`config.mk`:
```
export PLATFORM = sky130hd
export DESIGN_NAME = utf8_stream_decoder_flat
export DESIGN_NICKNAME = d
export VERILOG_FILES = /design/src/rtl/utf8dec_pkg.sv /design/src/rtl/utf8dec_if.sv /design/src/rtl/utf8dec_front.sv /design/src/rtl/utf8dec_queue.sv /design/src/rtl/utf8dec_back.sv /design/src/rtl/utf8_stream_decoder.sv /design/src/flat_wrapper.sv
export SDC_FILE = /design/constraint.sdc
export NUM_CORES = 1
export LEC_CHECK = 0
export BUFFER_PORTS_ARGS = -buffer_cell sky130_fd_sc_hd__buf_2
export CELL_PAD_IN_SITES_DETAIL_PLACEMENT = 0
export CELL_PAD_IN_SITES_GLOBAL_PLACEMENT = 1
export CORE_MARGIN = 2
export CORE_UTILIZATION = 39
export CTS_BUF_LIST = sky130_fd_sc_hd__clkbuf_8
export CTS_CLUSTER_DIAMETER = 120
export DETAILED_ROUTE_END_ITERATION = 12
export GPL_ROUTABILITY_DRIVEN = 0
export GPL_TIMING_DRIVEN = 0
export PLACE_DENSITY_LB_ADDON = 0.1
export SLEW_MARGIN = 20
export SYNTH_ARGS = -nofsm -noshare
export SYNTH_HDL_FRONTEND = slang
export SYNTH_SLANG_ARGS = --single-unit
```
`constraint.sdc`:
```
create_clock -name clk -period 8.55 [get_ports clk]
set_input_delay 0.855 -clock clk [delete_from_list [all_inputs] [get_ports clk]]
set_output_delay 0.855 -clock clk [all_outputs]
set_load 0.01 [all_outputs]
```
`src/rtl/utf8dec_pkg.sv`:
```
package utf8dec_pkg;

	localparam int BYTE_W  = 8;
	localparam int CP_W    = 21;
	localparam int COUNT_W = 32;
	localparam int RUN_W   = 3;
	localparam int SLOT_W  = 2;

	localparam int QUEUE_DEPTH_DEFAULT = 4;

	localparam logic [CP_W-1:0] REPL_RESET = 21'h00FFFD;
	localparam logic [CP_W-1:0] CP_MAX     = 21'h10FFFF;
	localparam logic [CP_W-1:0] SURR_LO    = 21'h00D800;
	localparam logic [CP_W-1:0] SURR_HI    = 21'h00DFFF;

	localparam logic [BYTE_W-1:0] CONT_MASK  = 8'hC0;
	localparam logic [BYTE_W-1:0] CONT_TAG   = 8'h80;
	localparam logic [BYTE_W-1:0] LEAD2_MASK = 8'hE0;
	localparam logic [BYTE_W-1:0] LEAD2_TAG  = 8'hC0;
	localparam logic [BYTE_W-1:0] LEAD3_MASK = 8'hF0;
	localparam logic [BYTE_W-1:0] LEAD3_TAG  = 8'hE0;
	localparam logic [BYTE_W-1:0] LEAD4_MASK = 8'hF8;
	localparam logic [BYTE_W-1:0] LEAD4_TAG  = 8'hF0;
	localparam logic [BYTE_W-1:0] PAYLOAD6   = 8'h3F;

	// one accepted byte worth of results: replacements everywhere except value_pos when has_value is set
	typedef struct packed {
		logic [RUN_W-1:0]  count;
		logic              has_value;
		logic [SLOT_W-1:0] value_pos;
		logic [CP_W-1:0]   value;
		logic              text_end;
	} job_t;

endpackage

```
`src/rtl/utf8dec_if.sv`:
```
interface utf8dec_text_if;
	logic                             valid;
	logic                             ready;
	logic [utf8dec_pkg::BYTE_W-1:0]   text_byte;
	logic                             end_of_text;
	modport source (output valid, text_byte, end_of_text, input ready);
	modport sink (input valid, text_byte, end_of_text, output ready);
endinterface

interface utf8dec_point_if;
	logic                             valid;
	logic                             ready;
	logic [utf8dec_pkg::CP_W-1:0]     code_point;
	logic                             last_of_run;
	logic                             text_done;
	logic [utf8dec_pkg::COUNT_W-1:0]  points_so_far;
	modport source (output valid, code_point, last_of_run, text_done, points_so_far,
		input ready);
	modport sink (input valid, code_point, last_of_run, text_done, points_so_far,
		output ready);
endinterface

interface utf8dec_cfg_if;
	logic                             valid;
	logic                             ready;
	logic [utf8dec_pkg::CP_W-1:0]     replacement_value;
	modport source (output valid, replacement_value, input ready);
	modport sink (input valid, replacement_value, output ready);
endinterface

```
`src/rtl/utf8dec_front.sv`:
```
module utf8dec_front (
	input  logic                clk,
	input  logic                arst_n,
	utf8dec_text_if.sink        text,
	input  logic                full,
	output logic                push,
	output utf8dec_pkg::job_t   push_job
);
	import utf8dec_pkg::*;

	logic [1:0]        held_q;
	logic [1:0]        need_q;
	logic [CP_W-1:0]   part_q;

	logic [1:0]        held_n;
	logic [1:0]        need_n;
	logic [CP_W-1:0]   part_n;
	logic [CP_W-1:0]   part_c;
	logic [RUN_W-1:0]  nrep;
	logic [BYTE_W-1:0] b;
	logic              is_cont;
	logic              accept;
	job_t              job;

	assign b          = text.text_byte;
	assign is_cont    = (b & CONT_MASK) == CONT_TAG;
	assign text.ready = !full;
	assign accept     = text.valid && !full;
	assign part_c     = {part_q[CP_W-7:0], b[5:0] & PAYLOAD6[5:0]};
	assign nrep       = {1'b0, held_q};

	always_comb begin
		job    = '0;
		held_n = held_q;
		need_n = need_q;
		part_n = part_q;
		if (held_q != 2'd0 && is_cont) begin
			if (need_q == 2'd1) begin
				// sequence complete
				job.count     = RUN_W'(1);
				job.has_value = !(part_c > CP_MAX || (part_c >= SURR_LO && part_c <= SURR_HI));
				job.value     = part_c;
				held_n        = 2'd0;
				need_n        = 2'd0;
				part_n        = '0;
			end else begin
				held_n = held_q + 2'd1;
				need_n = need_q - 2'd1;
				part_n = part_c;
				if (text.end_of_text) begin
					job.count = nrep + RUN_W'(1);
				end
			end
		end else begin
			// flush whatever is held, then take the byte fresh
			held_n = 2'd0;
			need_n = 2'd0;
			part_n = '0;
			if (!b[BYTE_W-1]) begin
				job.count     = nrep + RUN_W'(1);
				job.has_value = 1'b1;
				job.value_pos = held_q;
				job.value     = {{(CP_W-BYTE_W){1'b0}}, b};
			end else if ((b & LEAD2_MASK) == LEAD2_TAG) begin
				held_n    = 2'd1;
				need_n    = 2'd1;
				part_n    = {{(CP_W-5){1'b0}}, b[4:0]};
				job.count = nrep + {{(RUN_W-1){1'b0}}, text.end_of_text};
			end else if ((b & LEAD3_MASK) == LEAD3_TAG) begin
				held_n    = 2'd1;
				need_n    = 2'd2;
				part_n    = {{(CP_W-4){1'b0}}, b[3:0]};
				job.count = nrep + {{(RUN_W-1){1'b0}}, text.end_of_text};
			end else if ((b & LEAD4_MASK) == LEAD4_TAG) begin
				held_n    = 2'd1;
				need_n    = 2'd3;
				part_n    = {{(CP_W-3){1'b0}}, b[2:0]};
				job.count = nrep + {{(RUN_W-1){1'b0}}, text.end_of_text};
			end else begin
				job.count = nrep + RUN_W'(1);
			end
		end
		if (text.end_of_text) begin
			held_n = 2'd0;
			need_n = 2'd0;
			part_n = '0;
		end
		job.text_end = text.end_of_text;
	end

	assign push     = accept && (job.count != '0);
	assign push_job = job;

	always_ff @(posedge clk or negedge arst_n) begin
		if (!arst_n) begin
			held_q <= 2'd0;
			need_q <= 2'd0;
			part_q <= '0;
		end else if (accept) begin
			held_q <= held_n;
			need_q <= need_n;
			part_q <= part_n;
		end
	end

	// an open sequence always waits for at least one continuation
	assert property (@(posedge clk) disable iff (!arst_n)
		(held_q != 2'd0) |-> (need_q != 2'd0))
		else $error("open sequence with nothing pending");

	// no sequence open means nothing pending and nothing assembled
	assert property (@(posedge clk) disable iff (!arst_n)
		(held_q == 2'd0) |-> (need_q == 2'd0 && part_q == '0))
		else $error("stale sequence state while idle");

	// end of text always yields at least one result
	assert property (@(posedge clk) disable iff (!arst_n)
		(accept && text.end_of_text) |-> push)
		else $error("end of text produced no result");

endmodule

```
`src/rtl/utf8dec_queue.sv`:
```
module utf8dec_queue #(
	parameter int DEPTH = utf8dec_pkg::QUEUE_DEPTH_DEFAULT
) (
	input  logic                clk,
	input  logic                arst_n,
	input  logic                push,
	input  utf8dec_pkg::job_t   push_job,
	output logic                full,
	input  logic                pop,
	output logic                head_valid,
	output utf8dec_pkg::job_t   head_job
);
	import utf8dec_pkg::*;

	localparam int AW = (DEPTH > 1) ? $clog2(DEPTH) : 1;

	job_t          mem_q [DEPTH];
	logic [AW-1:0] wr_q;
	logic [AW-1:0] rd_q;
	logic [AW:0]   fill_q;

	assign full       = fill_q == (AW+1)'(DEPTH);
	assign head_valid = fill_q != '0;
	assign head_job   = mem_q[rd_q];

	always_ff @(posedge clk) begin
		if (push) begin
			mem_q[wr_q] <= push_job;
		end
	end

	always_ff @(posedge clk or negedge arst_n) begin
		if (!arst_n) begin
			wr_q   <= '0;
			rd_q   <= '0;
			fill_q <= '0;
		end else begin
			if (push) begin
				wr_q <= (wr_q == AW'(DEPTH-1)) ? '0 : wr_q + AW'(1);
			end
			if (pop) begin
				rd_q <= (rd_q == AW'(DEPTH-1)) ? '0 : rd_q + AW'(1);
			end
			if (push && !pop) begin
				fill_q <= fill_q + (AW+1)'(1);
			end else if (pop && !push) begin
				fill_q <= fill_q - (AW+1)'(1);
			end
		end
	end

	assert property (@(posedge clk) disable iff (!arst_n)
		full |-> !push)
		else $error("request pushed into full queue");

	assert property (@(posedge clk) disable iff (!arst_n)
		!head_valid |-> !pop)
		else $error("pop from empty queue");

	assert property (@(posedge clk) disable iff (!arst_n)
		fill_q <= (AW+1)'(DEPTH))
		else $error("queue fill out of range");

endmodule

```
`src/rtl/utf8dec_back.sv`:
```
module utf8dec_back (
	input  logic                          clk,
	input  logic                          arst_n,
	input  logic                          head_valid,
	input  utf8dec_pkg::job_t             head_job,
	output logic                          pop,
	input  logic [utf8dec_pkg::CP_W-1:0]  repl,
	utf8dec_point_if.source               points
);
	import utf8dec_pkg::*;

	logic               out_valid_q;
	logic [CP_W-1:0]    code_q;
	logic               last_q;
	logic               done_q;
	logic [COUNT_W-1:0] pts_q;
	logic [SLOT_W-1:0]  idx_q;
	logic [COUNT_W-1:0] count_q;

	logic               load;
	logic               slot_last;
	logic [COUNT_W-1:0] cnt_inc;

	assign load      = head_valid && (!out_valid_q || points.ready);
	assign slot_last = {1'b0, idx_q} == (head_job.count - RUN_W'(1));
	assign cnt_inc   = (&count_q) ? count_q : count_q + COUNT_W'(1);
	assign pop       = load && slot_last;

	always_ff @(posedge clk or negedge arst_n) begin
		if (!arst_n) begin
			out_valid_q <= 1'b0;
			idx_q       <= '0;
			count_q     <= '0;
		end else if (load) begin
			out_valid_q <= 1'b1;
			idx_q       <= slot_last ? '0 : idx_q + SLOT_W'(1);
			count_q     <= (slot_last && head_job.text_end) ? '0 : cnt_inc;
		end else if (points.ready) begin
			out_valid_q <= 1'b0;
		end
	end

	always_ff @(posedge clk) begin
		if (load) begin
			code_q <= (head_job.has_value && head_job.value_pos == idx_q)
				? head_job.value : repl;
			last_q <= slot_last;
			done_q <= slot_last && head_job.text_end;
			pts_q  <= cnt_inc;
		end
	end

	assign points.valid         = out_valid_q;
	assign points.code_point    = code_q;
	assign points.last_of_run   = last_q;
	assign points.text_done     = done_q;
	assign points.points_so_far = pts_q;

	assert property (@(posedge clk) disable iff (!arst_n)
		head_valid |-> (head_job.count != '0 && head_job.count <= RUN_W'(4)))
		else $error("queued request with bad result count");

	assert property (@(posedge clk) disable iff (!arst_n)
		head_valid |-> ({1'b0, idx_q} < head_job.count))
		else $error("slot index past end of request");

	assert property (@(posedge clk) disable iff (!arst_n)
		(idx_q != '0) |-> head_valid)
		else $error("request left mid-run");

endmodule

```
`src/rtl/utf8_stream_decoder.sv`:
```
// channel   role   payload
// text      sink   text_byte[7:0], end_of_text
// points    source code_point[20:0], last_of_run, text_done, points_so_far[31:0]
// cfg       sink   replacement_value[20:0]
//
// one byte accepted per cycle while the request queue has room
// the back end emits one code point per cycle unless points.ready stalls it, so a byte
// causing n results (1 to 4) holds it for n code points; the queue absorbs these bursts
// results pass through the request queue and then the output register
// arst_n clears the open sequence, the queue, the output valid and the count
// cfg is always ready; replacement_value resets to fffd
module utf8_stream_decoder #(
	parameter int QUEUE_DEPTH = utf8dec_pkg::QUEUE_DEPTH_DEFAULT
) (
	input  logic            clk,
	input  logic            arst_n,
	utf8dec_text_if.sink    text,
	utf8dec_point_if.source points,
	utf8dec_cfg_if.sink     cfg
);
	import utf8dec_pkg::*;

	logic [CP_W-1:0] repl_q;
	logic            full;
	logic            push;
	job_t            push_job;
	logic            pop;
	logic            head_valid;
	job_t            head_job;

	assign cfg.ready = 1'b1;

	always_ff @(posedge clk or negedge arst_n) begin
		if (!arst_n) begin
			repl_q <= REPL_RESET;
		end else if (cfg.valid) begin
			repl_q <= cfg.replacement_value;
		end
	end

	utf8dec_front u_front (
		.clk      (clk),
		.arst_n   (arst_n),
		.text     (text),
		.full     (full),
		.push     (push),
		.push_job (push_job)
	);

	utf8dec_queue #(
		.DEPTH (QUEUE_DEPTH)
	) u_queue (
		.clk        (clk),
		.arst_n     (arst_n),
		.push       (push),
		.push_job   (push_job),
		.full       (full),
		.pop        (pop),
		.head_valid (head_valid),
		.head_job   (head_job)
	);

	utf8dec_back u_back (
		.clk        (clk),
		.arst_n     (arst_n),
		.head_valid (head_valid),
		.head_job   (head_job),
		.pop        (pop),
		.repl       (repl_q),
		.points     (points)
	);

endmodule
```
`src/flat_wrapper.sv`:
```
// flat-port wrapper written by rule: the top's interface ports become plain ports
module utf8_stream_decoder_flat import utf8dec_pkg::*;
#(
	parameter int QUEUE_DEPTH = utf8dec_pkg::QUEUE_DEPTH_DEFAULT
)
  (clk, arst_n, text_valid, text_text_byte, text_end_of_text, text_ready, points_valid, points_code_point, points_last_of_run, points_text_done, points_points_so_far, points_ready, cfg_valid, cfg_replacement_value, cfg_ready);
  utf8dec_text_if text_i ();
  utf8dec_point_if points_i ();
  utf8dec_cfg_if cfg_i ();
  input  logic clk;
  input  logic arst_n;
  input wire logic [$bits(text_i.valid)-1:0] text_valid;
  input wire logic [$bits(text_i.text_byte)-1:0] text_text_byte;
  input wire logic [$bits(text_i.end_of_text)-1:0] text_end_of_text;
  output wire logic [$bits(text_i.ready)-1:0] text_ready;
  output wire logic [$bits(points_i.valid)-1:0] points_valid;
  output wire logic [$bits(points_i.code_point)-1:0] points_code_point;
  output wire logic [$bits(points_i.last_of_run)-1:0] points_last_of_run;
  output wire logic [$bits(points_i.text_done)-1:0] points_text_done;
  output wire logic [$bits(points_i.points_so_far)-1:0] points_points_so_far;
  input wire logic [$bits(points_i.ready)-1:0] points_ready;
  input wire logic [$bits(cfg_i.valid)-1:0] cfg_valid;
  input wire logic [$bits(cfg_i.replacement_value)-1:0] cfg_replacement_value;
  output wire logic [$bits(cfg_i.ready)-1:0] cfg_ready;
  assign text_i.valid = text_valid;
  assign text_i.text_byte = text_text_byte;
  assign text_i.end_of_text = text_end_of_text;
  assign text_ready = text_i.ready;
  assign points_valid = points_i.valid;
  assign points_code_point = points_i.code_point;
  assign points_last_of_run = points_i.last_of_run;
  assign points_text_done = points_i.text_done;
  assign points_points_so_far = points_i.points_so_far;
  assign points_i.ready = points_ready;
  assign cfg_i.valid = cfg_valid;
  assign cfg_i.replacement_value = cfg_replacement_value;
  assign cfg_ready = cfg_i.ready;
  utf8_stream_decoder #(.QUEUE_DEPTH(QUEUE_DEPTH)) u_core (.clk(clk), .arst_n(arst_n), .text(text_i), .points(points_i), .cfg(cfg_i));
endmodule
```
# After elaboration in Yosys (flattened, before gate mapping)
# Memory sizes are Yosys's and may differ from the RTL's.
# Cells that the tools add are included.
# classes
n_addsub	11
n_mul	0
div_mod_pow	0
magnitude_cmp	3
eq_ne	10
shift	0
n_mux	45
n_bitwise	0
reduce_logical	23
# ops
op	count
32-bit two-way mux	2
21-bit two-way mux	3
15-bit two-way mux	3
32-bit by 1-bit adder with 32-bit output (second input constant)	1
32-bit AND reduction	1
2-bit two-way mux	14
3-bit two-way mux	9
24-bit two-way mux	1
21-bit by 16-bit greater-or-equal comparator with 1-bit output (second input constant)	1
21-bit > comparator (second input constant)	1
21-bit by 16-bit <= comparator with 1-bit output (second input constant)	1
1-bit logical AND	10
5-bit two-way mux	2
1-bit two-way mux	9
2-bit by 1-bit adder with 2-bit output (second input constant)	4
4-bit two-way mux	2
2-bit equality test (second input constant)	3
3-bit equality test (second input constant)	2
2-bit nonzero test	3
3-bit nonzero test	2
3-bit by 1-bit subtractor with 3-bit output (second input constant)	2
5-bit equality test (second input constant)	1
1-bit logical NOT	5
4-bit equality test (second input constant)	1
other kinds (8)	9
# totals
ff_bits	137
latch_bits	0
ram_bits	112
rom_bits	0
input_bits	35
output_inout_bits	58
wordCells	107
mem_count	1
# memory_table
memory	words	width	read_ports	rd_ports_with_merged_regs	write_ports	line_no	source
u_core.u_queue.mem_q	4	28	1	0	1	utf8dec_queue.sv:17	job_t mem_q [DEPTH];

# Depth between registers and ports, before layout
# Gate-level depths: netlist of run 1.
# depth
depth_word	12
mapped_depth	14
depth_no_buf	13

# Cells and area by module
# From an unflattened synthesis of run 1, not the netlist that was laid out.
# unflattened
hier_cells	750
area_unflattened_um2	11086.9
# by_module_without_submodules
mod	n_inst	cells_per_inst	area_each_um2	seq_area_each_um2
utf8dec_back	1	392	4525.6	2527.4
utf8dec_queue	1	183	4459.3	3538.4
utf8dec_front	1	129	1212.4	475.5
utf8_stream_decoder	1	46	889.6	544.3

# Worst setup path before layout of run 1
# No wires, ideal clock.
# synth_path
path_type	register -> register
start	register u_core.u_queue.rd_q[0]
end	register u_core.u_queue.fill_q[1]
arrival_ns	3.406
path_slack_ns	5.019
stages_incl_launch_ff	13
n_path_buf	2
period_less_slack_ns	3.531
path_cell_list	dfrtp_1 buf_2 buf_2 mux4_2 inv_1 ha_1 xnor2_1 nor4_1 inv_1 ha_1 inv_1 fa_1 mux2_2
# synth_between
elab_chain_cells	7
word_cells_on_any_way	9
cone_classes	add/sub (1); eq/ne (1); mux (1); reduce/logical (5); memory (1)
# synth_lines
item	line_no	source
start: declaration	utf8dec_queue.sv:19	logic [AW-1:0] rd_q;
start signal: assignment	utf8dec_queue.sv:42	rd_q <= (rd_q == AW'(DEPTH-1)) ? '0 : rd_q + AW'(1);
memory read 4 x 28 bit (*)	n/a	
3-bit by 1-bit subtractor with 3-bit output (*)	utf8dec_back.sv:25	assign slot_last = {1'b0, idx_q} == (head_job.count - RUN_W'(1));
2-bit by 3-bit equality test with 1-bit output (*)	utf8dec_back.sv:25	
1-bit logical AND (*)	utf8dec_back.sv:27	assign pop = load && slot_last;
1-bit logical NOT	utf8dec_queue.sv:44	if (push && !pop) begin
1-bit logical AND	utf8dec_queue.sv:44	
3-bit two-way mux or 2-bit nonzero test (tied branches)	n/a	
end signal: assignment	utf8dec_queue.sv:45	fill_q <= fill_q + (AW+1)'(1);
end signal: assignment	utf8dec_queue.sv:47	fill_q <= fill_q - (AW+1)'(1);
end: declaration	utf8dec_queue.sv:20	logic [AW:0] fill_q;
# Mark *: on every way between the ends. The rest lies on a longest branch, timed or not.
# A chain may end at the register's enable or synchronous reset.

# Worst setup path in the final report of run 1
# Same ends and word-level chain as after synthesis.

==> impl_metrics.json, run 1 <==
{
  "status": "finished clean",
  "final_layout_size_suffix_gt1_frac": 0.3172,
  "pwr-share-seq": 0.444,
  "netlist_area_sq_mm": 0.01083,
  "p_sw_frac": 0.3274,
  "ioPinCount": 93,
  "min_period_ns": 4.093,
  "clockBufferDepth": 3,
  "num_vias": 6548,
  "cp-start-kind": "flop",
  "drtIter0Drc": 392,
  "start_util": 0.3932,
  "hpwlAfterDp_microns": 16650,
  "cts_root_buf": "clkbuf_8",
  "cts_max_level": 2,
  "p_sw_uw": 1315,
  "yosysMostFrequentCell": "edfxtp_1",
  "cellLeakagePower_uw": 0.004924,
  "clk_latency_ns": 0.55,
  "slew_headroom": 0.4279,
  "drv_cap": 0,
  "ctsResizeCount": 0,
  "min_path_type": "primary input to asynchronous set/reset pin",
  "clkTransAtPathRegs_ns": 0.06,
  "diodes": 0,
  "multi_input_area_sq_mm": 0.003485,
  "fillers": 2490,
  "vias_per_cell": 5.080,
  "max_freq_ghz": 0.2443,
  "cp_top_family": "buffers and inverters",
  "rows": 61,
  "rsz0062_at_grt": "false",
  "die_w_microns": 170.7,
  "seqCellArea_sq_mm": 0.007086,
  "ys_types": 63,
  "fin_skew_ns": 0.01945,
  "pwr-share-comb": 0.304,
  "nets": 927,
  "tritoncts": "done",
  "setup_tns_ns": 0,
  "synth-edff-count": 167,
  "end_kind": "flop",
  "synth_area_leader_cell": "edfxtp_1",
  "path_max_fanout": 10,
  "grt-ovfl-total": 0,
  "synth_top_area_share": 0.4629,
  "syn_nets": 784,
  "async_flop_share": 0.3293,
  "synth_top_cells_by_count": "edfxtp_1, dfrtp_1, mux2_2",
  "p_per_area_mw_per_mm2": 315.7,
  "ys_ff_latch": 249,
  "clkPwrFrac": 0.252,
  "wire_per_inst_microns": 19.01,
  "wl_microns": 24500,
  "synthCells": 734,
  "setup_viol": 0,
  "cp.arrival_ns": 4.52,
  "slowest_delay_ns": 0.60,
  "design.core.area_sq_mm": 0.02755,
  "hold_viol": 0,
  "drc": 0,
  "postCtsHoldBufs": 0,
  "syn_avg_cell_area_sq_um": 14.76,
  "worstPathCellList": "buf_2 > buf_2 > mux4_2 > inv_1 > ha_1 > xnor2_1 > nor4_1 > inv_1 > ha_1 > inv_1 > fa_1 > mux2_2",
  "ys_warn_count": 0,
  "grt_max_degree": 54,
  "ir_drop_mv": 0.1764,
  "slowest_stage": "nor4_1",
  "hold_slack_ns": 0.2103,
  "stdcell_count": 1289,
  "slew_viol_final": 0,
  "p_int_uw": 2701,
  "grt_pass1_vias": 6900,
  "worst_ep_required_time_ns": 8.98,
  "place_inst": 1209,
  "dieArea_sq_mm": 0.02913,
  "portBuffers": 91,
  "grt_pass1_wl_microns": 38360,
  "track_usage": 0.1718,
  "ant_nets": 0,
  "power_uw": 4016,
  "seq_area_frac_synth": 0.6540,
  "tightest_slew_ns": 0.8365,
  "cts_buffers": 44,
  "synth_ff_type": "edfxtp_1",
  "fin_crit_sh": 0.4787,
  "yosys-top-cells-area": "edfxtp_1, dfrtp_1, mux4_2",
  "antenna_found_initial": 1,
  "path_common_cell": "inv_1",
  "drt_pre_antenna_iters": 4,
  "die_h_microns": 170.7,
  "syn_to_final_growth_pct": 17.39,
  "cts_sinks": 249,
  "setup.worst_path.class": "flop to flop",
  "critPathBufInv": 5,
  "postCtsSetupRepairBufs": 0
}
## layer usage
| metal | global-route usage | vias up | routed length, microns |
|---|---|---|---|
| met5 | 0 | - | 0 |
| met4 | 0.07135 | 0 | 786 |
| met3 | 0.03123 | 56 | 1093 |
| met2 | 0.2889 | 159 | 12250 |
| met1 | 0.2196 | 3247 | 10370 |
| li1 | - | 3086 | - |
## worst reg2reg max path, cell delays in order, from the launching register on
cell and delay [ns]:
dfrtp_1 0.44, buf_2 0.36, buf_2 0.40, mux4_2 0.54, inv_1 0.10, ha_1 0.24, xnor2_1 0.19, nor4_1 0.60
inv_1 0.12, ha_1 0.25, inv_1 0.09, fa_1 0.40, mux2_2 0.27
## path summary, 6_finish.rpt
kind                                          start                        end  slack [ns]  depth (start not counted)
max in group asynchronous                    arst_n           u_core.repl_q[6]        7.69                          2
min in group clk           u_core.u_front.need_q[1]   u_core.u_front.need_q[1]        0.49                          2
setup / recovery             u_core.u_queue.rd_q[0]   u_core.u_queue.fill_q[1]        4.46                         12
hold / removal                               arst_n  u_core.u_back.count_q[17]        0.21                          1
setup reg to reg             u_core.u_queue.rd_q[0]   u_core.u_queue.fill_q[1]        4.46                         12
hold reg to reg            u_core.u_front.need_q[1]   u_core.u_front.need_q[1]        0.49                          2
## logic make-up (layout without fill, tap and decap cells)
kind of cell	after synthesis	in the layout	share of synthesized area
other	1	1	0.0003461
muxes	75	75	0.1071
DFF	249	249	0.6540
buffers and inverters	59	236	0.02483
xor gates and xnor gates	39	39	0.03222
adders and majority gates	15	15	0.01802
AOI/OAI and AO/OA	116	116	0.07576
and+or+nand+nor	180	180	0.08777
## cell usage in the layout, fill, tap and decap left out, types with 4 or more instances in the layout
master / netlist / layout
clkbuf_1: 18 / 17
and2_2: 0 / 4
and3_1: 8 / 8
xnor2_1: 25 / 25
clkbuf_8: 0 / 49
nand3_1: 27 / 27
dfstp_2: 15 / 15
mux2_2: 47 / 47
inv_1: 16 / 37
nor3_1: 9 / 9
a31oi_1: 9 / 9
clkinv_2: 0 / 5
dfrtp_1: 67 / 67
o21ai_0: 26 / 26
and2_1: 25 / 21
nand4_1: 9 / 9
nand2_1: 46 / 46
ha_1: 14 / 14
a22o_1: 15 / 15
nor2_1: 31 / 31
xor2_1: 13 / 13
buf_12: 0 / 4
o31ai_1: 18 / 18
mux4_2: 28 / 28
o21ai_1: 4 / 4
buf_2: 18 / 108
edfxtp_1: 167 / 167
buf_4: 4 / 4
a21o_1: 4 / 4
a21oi_1: 16 / 16
## state kept, by name, summed over array words and instances (netlist names), 3 cells and up
register	count
u_core.u_back.count_q	32
u_core.u_back.points.code_point	21
u_core.u_queue.fill_q	3
u_core.u_front.part_q	15
u_core.repl_q	21
u_core.u_queue.mem_q	112
u_core.u_back.points.points_so_far	32
## final cells by class
type,count,area share
flip-flops and latches,249,0.5571
multi-input cells,426,0.2740
clock buffers,49,0.05303
repair buffers,97,0.04693
well taps,378,0.03719
plain buffers,43,0.01672
clock inverters,31,0.01033
inverters,16,0.004722
## metrics by stage
| stage | instance area (sq um) | util | worst slack, ns |
|---|---|---|---|
| floorplan | 10830 | - | 5.019 |
| global placement | 11760 | 0.4269 | 3.839 |
| detailed placement | 11910 | 0.4324 | 4.320 |
| CTS | 12720 | 0.4616 | 4.308 |
| global route | 12720 | 0.4616 | 4.149 |
| finish | 12720 | 0.4616 | 4.457 |
## power by group through the flow
stage | Sequential, uW | Clock [uW] | Combinational [uW]
after floorplan | 1840 | 0 | 766
after global placement | 1800 | 0 | 1190
after detailed placement | 1810 | 0 | 1250
after CTS | 1790 | 1050 | 1250
after global routing | 1820 | 1090 | 1350
final | 1780 | 1010 | 1220
Note: power is estimated with default switching activity, not from simulation.
==> inputs of run 2 (changes only) <==
clock period = 3.6 ns   (was 8.55 ns; I/O delays follow)
==> impl_metrics.json, run 2 (synthesized netlist as in run 1, its figures left out) <==
{
  "fin_skew_ns": 0.01954,
  "hpwlAfterDp_microns": 16650,
  "grt_pass1_wl_microns": 38430,
  "diodes": 0,
  "pwr-share-comb": 0.310,
  "p_sw_frac": 0.3287,
  "hold_slack_ns": 0.03610,
  "slowest_stage": "mux4_2",
  "final_cell_mix": "edfxtp_1, buf_2, dfrtp_1",
  "ioPinCount": 93,
  "grt_max_degree": 54,
  "setup.worst_path.class": "flop to flop",
  "grt-ovfl-total": 0,
  "drc": 0,
  "largest_register": "u_core.u_queue.mem_q",
  "max_freq_ghz": 0.2954,
  "cp.arrival_ns": 3.82,
  "path_common_cell": "inv_1",
  "setup_viol": 0,
  "min_path_type": "primary input to flop",
  "slowest_delay_ns": 0.51,
  "p_int_uw": 6462,
  "cts_max_level": 2,
  "largest_reg_flops": 112,
  "status": "finished clean",
  "clkPwrFrac": 0.250,
  "start_util": 0.3932,
  "place_area_sq_mm": 0.01191,
  "cts_root_buf": "clkbuf_8",
  "track_usage": 0.1720,
  "fillers": 2483,
  "antenna_found_initial": 0,
  "worstPathCellList": "buf_6 > buf_6 > mux4_2 > inv_1 > ha_1 > xnor2_2 > nor4_4 > inv_1 > ha_1 > inv_1 > fa_1 > mux2_2",
  "final_core_util": 0.4641,
  "num_vias": 6579,
  "end_kind": "flop",
  "setup_tns_ns": 0,
  "worst_ep_required_time_ns": 4.03,
  "drt_pre_antenna_iters": 4,
  "portBuffers": 91,
  "drtIter0Drc": 373,
  "nets": 928,
  "p_per_area_mw_per_mm2": 752.8,
  "drv_cap": 0,
  "dieArea_sq_mm": 0.02913,
  "rsz0062_at_grt": "false",
  "tightest_slew_ns": 0.8699,
  "clockBufferDepth": 3,
  "tritoncts": "done",
  "vias_per_cell": 5.100,
  "pwr-share-seq": 0.440,
  "rows": 61,
  "final_common_cell": "edfxtp_1",
  "cts_buffers": 44,
  "ant_nets": 0,
  "hold_viol": 0,
  "clkTransAtPathRegs_ns": 0.06,
  "final_layout_size_suffix_gt1_frac": 0.3224,
  "wl_microns": 24520,
  "cts_sinks": 249,
  "slew_headroom": 0.4201,
  "design.core.area_sq_mm": 0.02755,
  "die_h_microns": 170.7,
  "path_max_fanout": 10,
  "syn_to_final_growth_pct": 18.03,
  "cp-start-kind": "flop",
  "grt_pass1_vias": 6913,
  "clk_latency_ns": 0.55,
  "fin_crit_sh": 0.9403,
  "final_cell_area_sq_mm": 0.01279,
  "wire_per_inst_microns": 19.01,
  "cellLeakagePower_uw": 0.004944,
  "min_period_ns": 3.385,
  "die_w_microns": 170.7,
  "slew_viol_final": 0,
  "ir_drop_mv": 0.4190,
  "p_sw_uw": 3164
}
==> run 2: layer usage <==
metal	GRT usage	wire length (microns)	up-vias
met2	0.2897	12200	139
met3	0.03123	995	56
met1	0.2196	10540	3298
met5	0	0	-
li1	-	-	3086
met4	0.07135	785	0
==> run 2: power by group through the flow <==
stage / Clock, uW / Combinational, uW / Sequential (uW)
CTS: 2490 / 3030 / 4240
detailed placement: 0 / 2970 / 4290
floorplan: 0 / 1820 / 4370
finish: 2400 / 2990 / 4240
global route: 2600 / 3290 / 4320
global placement: 0 / 2830 / 4290
==> run 2: area by class of cell <==
type                       instances  area, sq um  share of cell area
clock inverter                    31        131.4             0.01027
timing repair buffer              99        614.3             0.04804
buffer                            42        221.5             0.01732
multi-input combinational        426         3526              0.2757
inverter                          16        60.06            0.004697
sequential                       249         7087              0.5542
clock buffer                      49        674.4             0.05274
tap                              378        473.0             0.03699
==> run 2: repair_timing <==
item,CTS,global route
cloned,0,0
hold buffers,1,0
pin swaps,0,1
gates resized for setup,6,4
buffers inserted,0,1
endpoints found under the hold margin,31,0
endpoints found under the setup margin,4,2
==> run 2: per-stage QoR <==
stage | setup slack [ns] | instances | power, uW
2_1_floorplan | 0.06944 | 734 | 6187
3_3_place_gp | -0.6158 | 1203 | 7112
3_5_place_dp | -0.6296 | 1209 | 7262
4_1_cts | 0.009614 | 1289 | 9763
5_1_grt | 0.003574 | 1290 | 10200
6_report | 0.2149 | 1290 | 9626
==> run 2: critical path: cells and delay by family, from the launching register on <==
family,cells,cell delay [ns]
xor+xnor,1,0.19
fa+ha+maj,3,0.88
buf+inv,5,0.68
flops,1,0.42
mux,2,0.78
simple gates,1,0.32
==> run 2: path summary, 6_finish.rpt <==
kind / startpoint / to / slack [ns] / cells past startpoint
worst max-delay path: u_core.u_queue.rd_q[0] / u_core.u_queue.fill_q[1] / 0.21 / 12
worst min-delay path: text_text_byte[1] / u_core.u_front.part_q[1] / 0.04 / 2
worst max register to register: u_core.u_queue.rd_q[0] / u_core.u_queue.fill_q[1] / 0.21 / 12
worst min register to register: u_core.u_front.need_q[1] / u_core.u_front.need_q[1] / 0.49 / 2
max in group asynchronous: arst_n / u_core.repl_q[6] / 2.65 / 3
min in group asynchronous: arst_n / u_core.u_back.count_q[17] / 0.30 / 2
==> inputs of run 3 (changes only) <==
BUFFER_PORTS_ARGS = -buffer_cell sky130_fd_sc_hd__buf_4   (was -buffer_cell sky130_fd_sc_hd__buf_2)
==> impl_metrics.json, run 3 (synthesized netlist as in run 1, its figures left out) <==
{
  "status": "finished clean",
  "cts_root_buf": "clkbuf_8",
  "dieArea_sq_mm": 0.02913,
  "tritoncts": "done",
  "ir_drop_mv": 0.4831,
  "ant_nets": 0,
  "antenna_found_initial": 0,
  "min_period_ns": 3.444,
  "place_area_sq_mm": 0.01211,
  "start_util": 0.3932,
  "largest_reg_flops": 112,
  "path_max_fanout": 8,
  "postCtsSetupRepairBufs": 0,
  "hold_viol": 0,
  "stdcell_count": 1287,
  "grt_pass1_vias": 6950,
  "vias_per_cell": 5.161,
  "slew_viol_final": 0,
  "reg2reg_from": "u_core.u_front.held_q[0]",
  "die_w_microns": 170.7,
  "rows": 61,
  "clk_latency_ns": 0.55,
  "cp_top_family": "adder cells",
  "p_per_area_mw_per_mm2": 745.9,
  "grt_pass1_wl_microns": 37340,
  "cp-start-kind": "flop",
  "cts_max_level": 2,
  "worst_ep_required_time_ns": 4.06,
  "clockBufferDepth": 3,
  "hpwlAfterDp_microns": 16180,
  "nets": 925,
  "syn_to_final_growth_pct": 19.36,
  "grt_max_degree": 83,
  "worstHoldPathCells": 2,
  "ioPinCount": 93,
  "max_freq_ghz": 0.2904,
  "hold_path_end": "u_core.repl_q[13]",
  "fillers": 2428,
  "final_cell_area_sq_mm": 0.01293,
  "slowest_delay_ns": 0.42,
  "worstPathCellList": "inv_1 > ha_1 > or3b_1 > clkbuf_1 > nor2_1 > a22o_1 > a22oi_2 > a41oi_4 > ha_1 > inv_1 > fa_1 > xor2_1 > nor2_1 > xor2_1",
  "cellLeakagePower_uw": 0.004952,
  "cts_buffers": 44,
  "wl_microns": 23890,
  "die_h_microns": 170.7,
  "track_usage": 0.1666,
  "setup_viol": 0,
  "critPathLaunch": "u_core.u_front.held_q[0]",
  "num_vias": 6642,
  "drtIter0Drc": 332,
  "rsz0062_at_grt": "true",
  "place_inst": 1208,
  "cp.arrival_ns": 3.91,
  "final_cell_mix": "edfxtp_1, buf_4, dfrtp_1",
  "clkTransAtPathRegs_ns": 0.05,
  "drt_pre_antenna_iters": 5,
  "design.core.area_sq_mm": 0.02755,
  "hp-start": "cfg_replacement_value[13]",
  "final_layout_size_suffix_gt1_frac": 0.3102,
  "reg2reg_depth": 14,
  "setup.worst_path.class": "flop to flop",
  "min_path_type": "primary input to flop",
  "tightest_slew_ns": 0.8079,
  "portBuffers": 91,
  "r2r_end": "u_core.u_queue.fill_q[2]",
  "largest_register": "u_core.u_queue.mem_q",
  "diodes": 0,
  "fin_crit_sh": 0.9566,
  "hold_slack_ns": 0.04155,
  "fin_skew_ns": 0.02082,
  "drc": 0,
  "cts_sinks": 249,
  "slew_headroom": 0.4475,
  "power_uw": 9645,
  "wire_per_inst_microns": 18.56,
  "final_common_cell": "edfxtp_1",
  "end_kind": "flop",
  "grt-ovfl-total": 0,
  "final_core_util": 0.4693,
  "critPathBufInv": 3,
  "drv_cap": 0,
  "r2r_slack_ns": 0.16,
  "slowest_stage": "dfrtp_1"
}
==> run 3: cell type report <==
type / count / area (sq um) / area share
inverters: 16 / 60.06 / 0.004644
flip-flops and latches: 249 / 7086 / 0.5479
plain buffers: 41 / 210.2 / 0.01626
clock buffers: 45 / 619.3 / 0.04790
well taps: 378 / 473.0 / 0.03657
repair buffers: 97 / 804.5 / 0.06222
clock inverters: 35 / 141.4 / 0.01093
multi-input cells: 426 / 3537 / 0.2735
==> run 3: per-layer routing <==
layer  track usage  share of wire  up-vias
met5             0              0        -
met3       0.03400          0.045       51
li1              -              -     3075
met1        0.2086           0.42     3362
met2        0.2832           0.50      154
met4       0.06726          0.029        0
==> run 3: through the flow <==
stage / setup WS (ns) / TNS [ns]
detailed placement: -0.5850 / -1.201
global placement: -0.5587 / -50.53
floorplan: 0.06944 / 0
CTS: 0.04240 / 0
global route: -0.08552 / -0.08552
finish: 0.1562 / 0
==> run 3: how the worst max path moves through the flow <==
stage / end / cells after the start / slack, ns
CTS: u_core.u_queue.fill_q[1] / 12 / 0.04
floorplan: u_core.u_queue.fill_q[1] / 12 / 0.07
finish: u_core.u_queue.fill_q[2] / 14 / 0.16
detailed placement: u_core.u_queue.fill_q[1] / 12 / -0.59
global route: u_core.u_queue.fill_q[2] / 14 / -0.09
global placement: u_core.u_back.count_q[20] / 8 / -0.56
==> run 3: where the power goes <==
| group | switching (uW) | total, uW | internal [uW] |
|---|---|---|---|
| registers | 348 | 4260 | 3910 |
| clock network | 1130 | 2290 | 1160 |
| logic | 1670 | 3100 | 1440 |
| total | 3140 | 9650 | 6500 |
==> run 3: repair_timing <==
item	in CTS	in global routing
hold buffers	1	0
hold endpoints to repair	67	0
pin swaps	0	0
resized for setup	7	2
endpoints found under the setup margin	3	2
==> run 3: worst register-to-register path: stages, from the launching register on <==
cell      delay, ns
dfrtp_1        0.42
inv_1          0.12
ha_1           0.28
or3b_1         0.36
clkbuf_1       0.19
nor2_1         0.21
a22o_1         0.18
a22oi_2        0.08
a41oi_4        0.30
ha_1           0.26
inv_1          0.07
fa_1           0.42
xor2_1         0.17
nor2_1         0.11
xor2_1         0.18
